==> src/rtl/core/mrp_pkg.sv <==
// ----------------------------------------------------------------------------
// mrp_pkg: shared types and constants of the MADT record parser
// Record codes, result kinds, sizes and the controller/datapath interface.
// ----------------------------------------------------------------------------
package mrp_pkg;

	// Capacity limits.
	localparam int MAX_PROCESSORS     = 64;
	localparam int MAX_IO_CONTROLLERS = 8;

	localparam int PROC_AW  = (MAX_PROCESSORS > 1) ? $clog2(MAX_PROCESSORS) : 1;
	localparam int PROC_CW  = $clog2(MAX_PROCESSORS + 1);
	localparam int IOCTL_CW = $clog2(MAX_IO_CONTROLLERS + 1);

	// Table layout.
	localparam logic [3:0] HDR_BYTES = 4'd8;
	localparam int         REC_DEPTH = 16;

	// Record type codes.
	localparam logic [7:0] REC_LAPIC    = 8'd0;
	localparam logic [7:0] REC_IOAPIC   = 8'd1;
	localparam logic [7:0] REC_BASE_OVR = 8'd5;
	localparam logic [7:0] REC_X2APIC   = 8'd9;

	// Minimum record lengths.
	localparam logic [7:0] LEN_MIN    = 8'd2;
	localparam logic [7:0] LEN_LAPIC  = 8'd8;
	localparam logic [7:0] LEN_IOAPIC = 8'd12;
	localparam logic [7:0] LEN_BASE   = 8'd12;
	localparam logic [7:0] LEN_X2APIC = 8'd16;

	// Result kinds.
	localparam logic [1:0] KIND_PROC    = 2'd0;
	localparam logic [1:0] KIND_IOCTL   = 2'd1;
	localparam logic [1:0] KIND_SUMMARY = 2'd2;

	localparam int PROC_TOTAL_W = 7;
	localparam int RES_BITS     = 32 + 32 + 1 + 64 + 32 + 32 + PROC_TOTAL_W + 1;
	localparam int TDATA_W      = ((RES_BITS + 7) / 8) * 8;

	typedef struct packed {
		logic [1:0]              kind;
		logic [31:0]             proc_id;
		logic [31:0]             proc_uid;
		logic                    wide_mode;
		logic [63:0]             base_address;
		logic [31:0]             first_irq_line;
		logic [31:0]             table_flags;
		logic [PROC_TOTAL_W-1:0] proc_total;
		logic                    table_ok;
		logic                    last;
	} result_t;

	// Controller to datapath.
	typedef struct packed {
		logic capture;
		logic step;
		logic scan_start;
		logic scan_run;
		logic apply_base;
		logic load_proc;
		logic load_io;
		logic load_sum;
	} cmd_t;

	// Datapath to controller.
	typedef struct packed {
		logic fin;
		logic end_tbl;
		logic proc_cand;
		logic io_cand;
		logic base_rec;
		logic scan_done;
		logic dup;
		logic slot_free;
	} status_t;

endpackage

==> src/rtl/core/madt_record_parser.sv <==
// ----------------------------------------------------------------------------
// madt_record_parser: streaming parser for the interrupt-controller table body
// Emits processor, I/O controller and end-of-table summary results.
// ----------------------------------------------------------------------------
// Usage. The table body (after the common 36-byte header) enters one byte per
// beat on the s_axis channel, with s_axis_tlast on the final byte of the
// table. The first eight bytes are the local controller base and the table
// flags; type/length records follow. Results leave on the m_axis channel:
// a processor entry when an enabled processor record with a new id ends and
// the id store has room, an I/O controller entry when an I/O record ends
// below the controller limit, and a summary on the final byte. A record that
// ends on the final byte gives its entry first, then the summary; m_axis_tlast
// marks the final result caused by an input byte. Each byte is accepted, then
// updates the parse state, then is decided on. At the end of a processor
// record the id memory is scanned at one entry per cycle, and each emitted
// result is loaded into the output register, which lets the next byte be
// accepted while a result waits. If the receiver stalls with the register
// full, the parser holds at its next result and s_axis_tready stays low
// until it is taken.
// After reset, and after each summary, all counts and the id store are empty
// and the next byte starts a new table.
// ----------------------------------------------------------------------------
module madt_record_parser (
	input  logic                        clk,
	input  logic                        arst_n,
	input  logic                        s_axis_tvalid,
	output logic                        s_axis_tready,
	// data_byte [7:0]
	input  logic [7:0]                  s_axis_tdata,
	input  logic                        s_axis_tlast,
	output logic                        m_axis_tvalid,
	input  logic                        m_axis_tready,
	// proc_id [31:0], proc_uid [63:32], wide_mode [64], base_address [128:65],
	// first_irq_line [160:129], table_flags [192:161], proc_total [199:193],
	// table_ok [200], zero padding above
	output logic [mrp_pkg::TDATA_W-1:0] m_axis_tdata,
	// kind [1:0]
	output logic [1:0]                  m_axis_tuser,
	output logic                        m_axis_tlast
);
	import mrp_pkg::*;

	localparam int PAD_W = TDATA_W - RES_BITS;

	cmd_t    cmd;
	status_t st;
	result_t res;

	mrp_ctrl u_ctrl (
		.clk      (clk),
		.arst_n   (arst_n),
		.in_valid (s_axis_tvalid),
		.in_ready (s_axis_tready),
		.st       (st),
		.cmd      (cmd)
	);

	mrp_datapath u_datapath (
		.clk       (clk),
		.arst_n    (arst_n),
		.in_byte   (s_axis_tdata),
		.in_end    (s_axis_tlast),
		.cmd       (cmd),
		.st        (st),
		.out_ready (m_axis_tready),
		.out_valid (m_axis_tvalid),
		.out_res   (res)
	);

	// Pack the result fields, lowest field first.
	assign m_axis_tdata = {{PAD_W{1'b0}}, res.table_ok, res.proc_total, res.table_flags,
		res.first_irq_line, res.base_address, res.wide_mode, res.proc_uid, res.proc_id};
	assign m_axis_tuser = res.kind;
	assign m_axis_tlast = res.last;

endmodule

==> src/rtl/core/mrp_datapath.sv <==
// ----------------------------------------------------------------------------
// mrp_datapath: parse state, record buffer, processor id store and result
// Holds the header words, the current record, the id memory with its
// duplicate scan, and the output register.
// ----------------------------------------------------------------------------
module mrp_datapath (
	input  logic             clk,
	input  logic             arst_n,
	input  logic [7:0]       in_byte,
	input  logic             in_end,
	input  mrp_pkg::cmd_t    cmd,
	output mrp_pkg::status_t st,
	input  logic             out_ready,
	output logic             out_valid,
	output mrp_pkg::result_t out_res
);
	import mrp_pkg::*;

	logic [7:0]         byte_q;
	logic               end_q;
	logic [7:0]         rec_q [REC_DEPTH];
	logic [31:0]        proc_mem [MAX_PROCESSORS];
	logic [31:0]        rd_data_s1;
	logic               pend_s1;
	logic [PROC_CW-1:0] scan_idx_q;
	logic               dup_q;

	logic [PROC_CW-1:0]  proc_count_q;
	logic [IOCTL_CW-1:0] ioctl_count_q;
	logic [63:0]         local_base_q;
	logic [31:0]         flags_q;
	logic [3:0]          body_pos_q;
	logic [7:0]          rp_q;
	logic [7:0]          len_q;
	logic                err_q;
	logic                fin_q;
	logic                out_valid_q;
	result_t             res_q;
	result_t             res_nxt;

	logic        hdr;
	logic [3:0]  body_pos_nxt;
	logic [8:0]  cnt;
	logic [7:0]  len_now;
	logic        bad_len;
	logic        rec_done;
	logic [7:0]  rec_type;
	logic        wide;
	logic [31:0] cand_id;
	logic [31:0] cand_uid;
	logic [31:0] rec_w4;
	logic [31:0] rec_w8;
	logic        scan_more;
	logic        room;

	assign hdr          = body_pos_q < HDR_BYTES;
	assign body_pos_nxt = body_pos_q + 4'd1;
	assign cnt          = {1'b0, rp_q} + 9'd1;
	assign len_now      = (rp_q == 8'd1) ? byte_q : len_q;
	assign bad_len      = (rp_q == 8'd1) && (byte_q < LEN_MIN);
	assign rec_done     = (rp_q != 8'd0) && (cnt == {1'b0, len_now});

	assign rec_type = rec_q[0];
	assign wide     = rec_type == REC_X2APIC;
	assign rec_w4   = {rec_q[7], rec_q[6], rec_q[5], rec_q[4]};
	assign rec_w8   = {rec_q[11], rec_q[10], rec_q[9], rec_q[8]};
	assign cand_id  = wide ? rec_w4 : {24'd0, rec_q[3]};
	assign cand_uid = wide ? {rec_q[15], rec_q[14], rec_q[13], rec_q[12]} : {24'd0, rec_q[2]};

	assign room      = proc_count_q < PROC_CW'(MAX_PROCESSORS);
	assign scan_more = scan_idx_q < proc_count_q;

	assign st.fin       = fin_q;
	assign st.end_tbl   = end_q;
	assign st.proc_cand = room && (((rec_type == REC_LAPIC) && (len_q >= LEN_LAPIC) && rec_q[4][0])
		|| ((rec_type == REC_X2APIC) && (len_q >= LEN_X2APIC) && rec_q[8][0]));
	assign st.io_cand   = (rec_type == REC_IOAPIC) && (len_q >= LEN_IOAPIC)
		&& (ioctl_count_q < IOCTL_CW'(MAX_IO_CONTROLLERS));
	assign st.base_rec  = (rec_type == REC_BASE_OVR) && (len_q >= LEN_BASE);
	assign st.scan_done = !scan_more && !pend_s1;
	assign st.dup       = dup_q;
	assign st.slot_free = !out_valid_q || out_ready;

	// Next result, with every field outside its kind held at zero.
	always_comb begin
		res_nxt = '0;
		if (cmd.load_sum) begin
			res_nxt.kind         = KIND_SUMMARY;
			res_nxt.base_address = local_base_q;
			res_nxt.table_flags  = flags_q;
			res_nxt.proc_total   = PROC_TOTAL_W'(proc_count_q);
			res_nxt.table_ok     = !err_q && (proc_count_q != '0) && (local_base_q != 64'd0);
			res_nxt.last         = 1'b1;
		end else if (cmd.load_io) begin
			res_nxt.kind           = KIND_IOCTL;
			res_nxt.proc_id        = {24'd0, rec_q[2]};
			res_nxt.base_address   = {32'd0, rec_w4};
			res_nxt.first_irq_line = rec_w8;
			res_nxt.last           = !end_q;
		end else begin
			res_nxt.kind      = KIND_PROC;
			res_nxt.proc_id   = cand_id;
			res_nxt.proc_uid  = cand_uid;
			res_nxt.wide_mode = wide;
			res_nxt.last      = !end_q;
		end
	end

	// Payload storage: input byte, record buffer, id memory, result.
	always_ff @(posedge clk) begin
		if (cmd.capture) begin
			byte_q <= in_byte;
			end_q  <= in_end;
		end
		if (cmd.step && !err_q && !hdr && (rp_q < 8'(REC_DEPTH)))
			rec_q[rp_q[3:0]] <= byte_q;
		if (cmd.load_proc)
			proc_mem[proc_count_q[PROC_AW-1:0]] <= cand_id;
		if (cmd.scan_run && scan_more)
			rd_data_s1 <= proc_mem[scan_idx_q[PROC_AW-1:0]];
		if (cmd.load_proc || cmd.load_io || cmd.load_sum)
			res_q <= res_nxt;
	end

	always_ff @(posedge clk or negedge arst_n) begin
		if (!arst_n) begin
			proc_count_q  <= '0;
			ioctl_count_q <= '0;
			local_base_q  <= '0;
			flags_q       <= '0;
			body_pos_q    <= '0;
			rp_q          <= '0;
			len_q         <= '0;
			err_q         <= 1'b0;
			fin_q         <= 1'b0;
			out_valid_q   <= 1'b0;
			scan_idx_q    <= '0;
			pend_s1       <= 1'b0;
			dup_q         <= 1'b0;
		end else begin
			if (cmd.step) begin
				fin_q <= 1'b0;
				if (!err_q) begin
					if (hdr) begin
						if (!body_pos_q[2])
							local_base_q[{body_pos_q[1:0], 3'b000} +: 8] <= byte_q;
						else
							flags_q[{body_pos_q[1:0], 3'b000} +: 8] <= byte_q;
						body_pos_q <= body_pos_nxt;
						if (end_q && (body_pos_nxt < HDR_BYTES))
							err_q <= 1'b1;
					end else begin
						if (rp_q == 8'd1)
							len_q <= byte_q;
						if (bad_len) begin
							err_q <= 1'b1;
						end else if (rec_done) begin
							rp_q  <= '0;
							fin_q <= 1'b1;
						end else begin
							rp_q <= cnt[7:0];
							if (end_q)
								err_q <= 1'b1;
						end
					end
				end
			end

			if (cmd.apply_base)
				local_base_q <= {rec_w8, rec_w4};

			if (cmd.scan_start) begin
				scan_idx_q <= '0;
				pend_s1    <= 1'b0;
				dup_q      <= 1'b0;
			end else if (cmd.scan_run) begin
				pend_s1 <= scan_more;
				if (scan_more)
					scan_idx_q <= scan_idx_q + PROC_CW'(1);
				if (pend_s1 && (rd_data_s1 == cand_id))
					dup_q <= 1'b1;
			end

			if (cmd.load_proc)
				proc_count_q <= proc_count_q + PROC_CW'(1);
			if (cmd.load_io)
				ioctl_count_q <= ioctl_count_q + IOCTL_CW'(1);

			// The summary closes the table: everything starts afresh.
			if (cmd.load_sum) begin
				proc_count_q  <= '0;
				ioctl_count_q <= '0;
				local_base_q  <= '0;
				flags_q       <= '0;
				body_pos_q    <= '0;
				rp_q          <= '0;
				len_q         <= '0;
				err_q         <= 1'b0;
			end

			if (cmd.load_proc || cmd.load_io || cmd.load_sum)
				out_valid_q <= 1'b1;
			else if (out_ready)
				out_valid_q <= 1'b0;
		end
	end

	assign out_valid = out_valid_q;
	assign out_res   = res_q;

endmodule

==> src/rtl/core/mrp_ctrl.sv <==
// ----------------------------------------------------------------------------
// mrp_ctrl: sequencing of the MADT record parser
// Walks each body byte through update, decision, duplicate scan and emission.
// ----------------------------------------------------------------------------
module mrp_ctrl (
	input  logic             clk,
	input  logic             arst_n,
	input  logic             in_valid,
	output logic             in_ready,
	input  mrp_pkg::status_t st,
	output mrp_pkg::cmd_t    cmd
);
	import mrp_pkg::*;

	localparam logic [2:0] S_IDLE      = 3'd0;
	localparam logic [2:0] S_STEP      = 3'd1;
	localparam logic [2:0] S_DECIDE    = 3'd2;
	localparam logic [2:0] S_SCAN      = 3'd3;
	localparam logic [2:0] S_EMIT_PROC = 3'd4;
	localparam logic [2:0] S_EMIT_IO   = 3'd5;
	localparam logic [2:0] S_SUM       = 3'd6;

	logic [2:0] state_q;
	logic [2:0] state_nxt;
	logic [2:0] after_rec;

	assign in_ready  = state_q == S_IDLE;
	assign after_rec = st.end_tbl ? S_SUM : S_IDLE;

	always_comb begin
		cmd       = '0;
		state_nxt = state_q;
		case (state_q)
			S_IDLE: begin
				cmd.capture = in_valid;
				if (in_valid)
					state_nxt = S_STEP;
			end
			S_STEP: begin
				cmd.step  = 1'b1;
				state_nxt = S_DECIDE;
			end
			S_DECIDE: begin
				state_nxt = after_rec;
				if (st.fin) begin
					if (st.proc_cand) begin
						cmd.scan_start = 1'b1;
						state_nxt      = S_SCAN;
					end else if (st.io_cand) begin
						state_nxt = S_EMIT_IO;
					end else if (st.base_rec) begin
						cmd.apply_base = 1'b1;
					end
				end
			end
			S_SCAN: begin
				cmd.scan_run = 1'b1;
				if (st.scan_done)
					state_nxt = st.dup ? after_rec : S_EMIT_PROC;
			end
			S_EMIT_PROC: begin
				if (st.slot_free) begin
					cmd.load_proc = 1'b1;
					state_nxt     = after_rec;
				end
			end
			S_EMIT_IO: begin
				if (st.slot_free) begin
					cmd.load_io = 1'b1;
					state_nxt   = after_rec;
				end
			end
			S_SUM: begin
				if (st.slot_free) begin
					cmd.load_sum = 1'b1;
					state_nxt    = S_IDLE;
				end
			end
			default: begin
				state_nxt = S_IDLE;
			end
		endcase
	end

	always_ff @(posedge clk or negedge arst_n) begin
		if (!arst_n) begin
			state_q <= S_IDLE;
		end else begin
			state_q <= state_nxt;
		end
	end

endmodule

==> config.mk <==
export PLATFORM = sky130hd
export DESIGN_NAME = madt_record_parser
export DESIGN_NICKNAME = d
export VERILOG_FILES = /design/src/rtl/core/mrp_pkg.sv /design/src/rtl/core/madt_record_parser.sv /design/src/rtl/core/mrp_datapath.sv /design/src/rtl/core/mrp_ctrl.sv
export SDC_FILE = /design/constraint.sdc
export NUM_CORES = 2
export LEC_CHECK = 0
export BUFFER_PORTS_ARGS = -buffer_cell sky130_fd_sc_hd__buf_4
export CORE_MARGIN = 5
export CORE_UTILIZATION = 45
export DETAILED_ROUTE_END_ITERATION = 10
export PLACE_DENSITY = 0.64
export SETUP_SLACK_MARGIN = 0.5
export SLEW_MARGIN = 20
export SYNTH_ARGS = -nofsm -noshare
export SYNTH_HDL_FRONTEND = slang
export SYNTH_SLANG_ARGS = --single-unit
==> constraint.sdc <==
create_clock -name clk -period 9.8 [get_ports clk]
set_clock_uncertainty 0.05 [all_clocks]
set_input_delay 0.49 -clock clk [delete_from_list [all_inputs] [get_ports clk]]
set_output_delay 0.49 -clock clk [all_outputs]
set_load 0.01 [all_outputs]
==> results by group <==
Worst setup path
  – Critical path cell sequence: buf_4 > buf_4 > mux4_2 > mux4_2 > mux4_2
  – Cell type of the slowest stage on the worst timing path: dfrtp_4
  – Required time of the critical path: approximately 10 ns
  – Type of the worst setup path: flop to flop
  – Kind of end point of the critical path: flop
  – Startpoint types: flop
  – Cell repeated most along the worst path: mux4_2
  – CP peak stage delay: 1.02 ns
  – Worst-path fanout max: roughly 70
  – Arrival time reported for the critical path endpoint: about 5.3 ns

Job
  – Max_cap viols: 0

Detailed routing
  – Number of nets with antenna violations after routing: 0
  – Wl on met1: 102000 um
  – Met3 wire length: 22900 um
  – Iter 0 DRT Violations: 6138
  – Routed WL: 252000 um
  – Top routing layer in use: met5
  – Via count normalized by instance count: 6.06
  – WL per Instance: 31.4 um
  – First-pass DRT Iterations: 7
  – Met2 wire len: 121000 um
  – Overall via count from detail_route: approximately 49000
  – Remaining design rule violation count: 0

Power
  – Pleak: roughly 35 nW
  – Power per cell area: between 200 and 250 nW/um2
  – Final Power: 27.5 mW
  – Peak supply drop: 0.000210 V

Cells and area
  – Final design utilization: 0.518
  – Synth-to-layout area growth: 14.4%
  – Final layout net count: ~5000
  – Layout cells sized above 1: 0.294
  – Non-filler cells in the finished layout: 8022

Yosys
  – Count of distinct cell types in the synthesized netlist: 71
  – Top post-synthesis cells by area: edfxtp_1 (74%), mux4_2 (15%), dfrtp_1 (3.6%), and2_1 (1.0%), nand2_1 (0.79%)
  – Most instantiated library cell after synthesis: edfxtp_1
  – Area share of and/or/nand/nor cells after synthesis: 0.0355
  – Compound-Gate Fraction of Synth Area: 0.0196
  – Mux share of post-synthesis cell area: 0.157
  – Synth async-reset ratio: 0.0556
  – Post-synth EDFFs: 2413
  – Xor and xnor fraction of the mapped netlist area: 0.00222
  – Count of warnings emitted by yosys: 0
  – Arithmetic-cell share of the synthesized area counting full adders, half adders and majority gates: 0.00267
  – Share of Yosys cell area claimed by the top area cell type: 0.736
  – Cell type with the largest total area after synthesis: edfxtp_1
  – Post-Synthesis Cell Area: 98500 um2
  – Count of mapped cells out of synthesis: 4598
  – Ranking of synthesized cells by instance count: edfxtp_1 (2413), mux4_2 (672), nand2_1 (208), nor2_1 (183), clkbuf_1 (164)
  – Flops & latches, synth: between 2000 and 3000
  – Post-synth top flop: edfxtp_1
  – Average size of a mapped cell: 21.4 um2
  – Main combinational cell family by area after synthesis: multiplexers
  – Fraction of the yosys area taken by sequential cells: 0.772

Floorplanning
  – Effective utilization at floorplan: 0.453
  – Chip width: between 400 and 500 um
  – Area of the core region: 218000 um2
  – Number of top-level pins: around 230
  – Full die area: approximately 230000 um2
  – Number of standard-cell rows in the floorplan: 171
  – Chip height: 478 um

Placement
  – Placed Instances: 7560
  – Input/output buffers: 218
  – Final RePlAce weighted congestion: 0.842
  – DPL Wire Length: 141000 um
  – Worst slack at placement: a little over 5 ns

CTS
  – Number of CTS-inserted buffers: between 200 and 250
  – CTS root buf: clkbuf_16
  – Number of buffers between clock root and the deepest sink: 3
  – Clk_lat worst skew: 0.87 ns
  – Clock Sink Count: between 2000 and 3000
  – Total number of H-tree levels: 4
  – Clock-pin slew on the worst setup and hold paths: 0.06 ns
  – TritonCTS clock tree: done

STA
  – Actual transition at the worst max-transition pin: 1.12 ns
  – Unrepaired setup endpoints after global routing: false
  – Setup TNS after final layout: 0 ns
  – Count of final setup violators: 0
  – Smallest setup slack after layout: 5.12 ns
  – Final count of pins violating max slew: 0
  – Fin. Hold Viols: 0
  – Post-layout min period: 4.68 ns
  – Achievable Freq: 214 MHz
  – Portion of the clock cycle consumed by the worst path in the final layout: 0.477
  – Slew margin rel.: 0.252

GRT
  – All-layer global routing usage: 0.218
  – Grt total ovfl: 0
  – Antenna violations before repair: 9
  – First-pass GRT wire length: 359000 um
  – Number of global-route vias before repair: about 48000
  – Largest net degree at the start of global routing: 194

Worst hold path
  – Hold crit path type: primary input to async pin

Status
  – Run status: finished clean
-- placed cells by master (no fill, tap or decap), drive strengths merged, types with 8 or more instances in the layout --
cell / Yosys / layout
nand4: 18 / 18
nand2: 208 / 208
a21oi: 69 / 69
mux2: 13 / 13
a221oi: 13 / 13
clkinv: 1 / 101
nand2b: 8 / 8
nand3: 44 / 44
nor4: 28 / 28
o21ai: 81 / 81
bufinv: 0 / 39
a211oi: 14 / 14
nor2: 183 / 183
ha: 21 / 21
a21o: 9 / 9
a22o: 41 / 41
xor2: 9 / 9
clkinvlp: 0 / 15
xnor2: 16 / 16
inv: 42 / 50
edfxtp: 2413 / 2413
mux4: 672 / 672
dfrtp: 142 / 142
dlygate4sd3: 0 / 11
a31oi: 13 / 13
nor3: 31 / 31
buf: 78 / 346
clkbuf: 164 / 284
mux2i: 14 / 14
and2: 158 / 158
-- metal layers --
| layer | track usage | up-vias |
|---|---|---|
| met1 | 0.314 | 26000 |
| met4 | 0.0581 | 4 |
| met3 | 0.0440 | 398 |
| met2 | 0.344 | 2504 |
| met5 | 0 | - |
| li1 | - | 19800 |
-- path summary, 6_finish.rpt --
path	start	end	slack [ns]	depth (start not counted)
max in group asynchronous	arst_n	u_datapath.flags_q[24]$_DFFE_PN0P_	8.08	3
min	arst_n	u_datapath.local_base_q[34]$_DFFE_PN0P_	0.21	2
max reg2reg	u_datapath.scan_idx_q[1]$_DFFE_PN0P_	u_datapath.rd_data_s1[4]$_DFFE_PP_	5.12	5
max	u_datapath.scan_idx_q[1]$_DFFE_PN0P_	u_datapath.rd_data_s1[4]$_DFFE_PP_	5.12	5
min reg2reg	u_datapath.flags_q[25]$_DFFE_PN0P_	u_datapath.flags_q[25]$_DFFE_PN0P_	0.43	2
min in group clk	s_axis_tdata[5]	u_datapath.byte_q[5]$_DFFE_PP_	0.33	2
-- worst max-delay path, delay by kind of cell (launching register included) --
family                 cells  cell delay, ns
DFF                        1            1.02
buffers and inverters      2            1.74
muxes                      3            1.53
-- logic make-up (layout without fill, tap and decap cells) --
kind of cell / after synthesis / in the layout
buf+inv: 285 / 846
mux: 699 / 699
simple gates: 716 / 716
xor+xnor: 25 / 25
fa+ha+maj: 21 / 21
flops: 2555 / 2555
compound gates: 296 / 296
other cells: 1 / 10
-- sequential cells by signal, summed over array words and instances (netlist names), 3 cells and up --
name,flops
u_datapath.byte_q,8
u_datapath.ioctl_count_q,4
u_datapath.len_q,8
u_datapath.proc_count_q,7
u_datapath.proc_mem,2048
u_datapath.out_res,180
u_datapath.flags_q,32
u_datapath.rd_data_s1,32
u_datapath.rp_q,8
m_axis_tdata,24
u_datapath.local_base_q,64
u_datapath.rec_q,120
u_ctrl.state_q,3
u_datapath.body_pos_q,4
u_datapath.scan_idx_q,7
-- stage by stage --
stage	area (um2)	hold slack [ns]
finish	113000	0.206
global route	113000	0.260
CTS	113000	0.182
detailed placement	104000	0.413
global placement	104000	0.403
floorplan	98500	0.144
-- area by class of cell --
type / instances / area, um2
Tap cell: 2854 / 3570
Inverter: 43 / 163
Sequential cell: 2555 / 76000
Antenna cell: 3 / 7.51
Clock buffer: 284 / 6220
Fill cell: 16700 / 105000
Timing Repair Buffer: 357 / 2770
Multi-Input combinational cell: 1764 / 22000
Clock inverter: 162 / 1920
-- repair_timing --
action	in CTS	in global routing
endpoints found under the hold margin	86	0
hold buffers	11	0
resized for setup	0	0
setup buffers	0	0
-- where the power goes --
group / switching, mW / internal [mW] / total (mW)
clock: 4.05 / 5.56 / 9.61
combinational: 2.78 / 2.35 / 5.13
sequential: 0.465 / 12.3 / 12.8
Note: power is estimated with default switching activity, not from simulation.
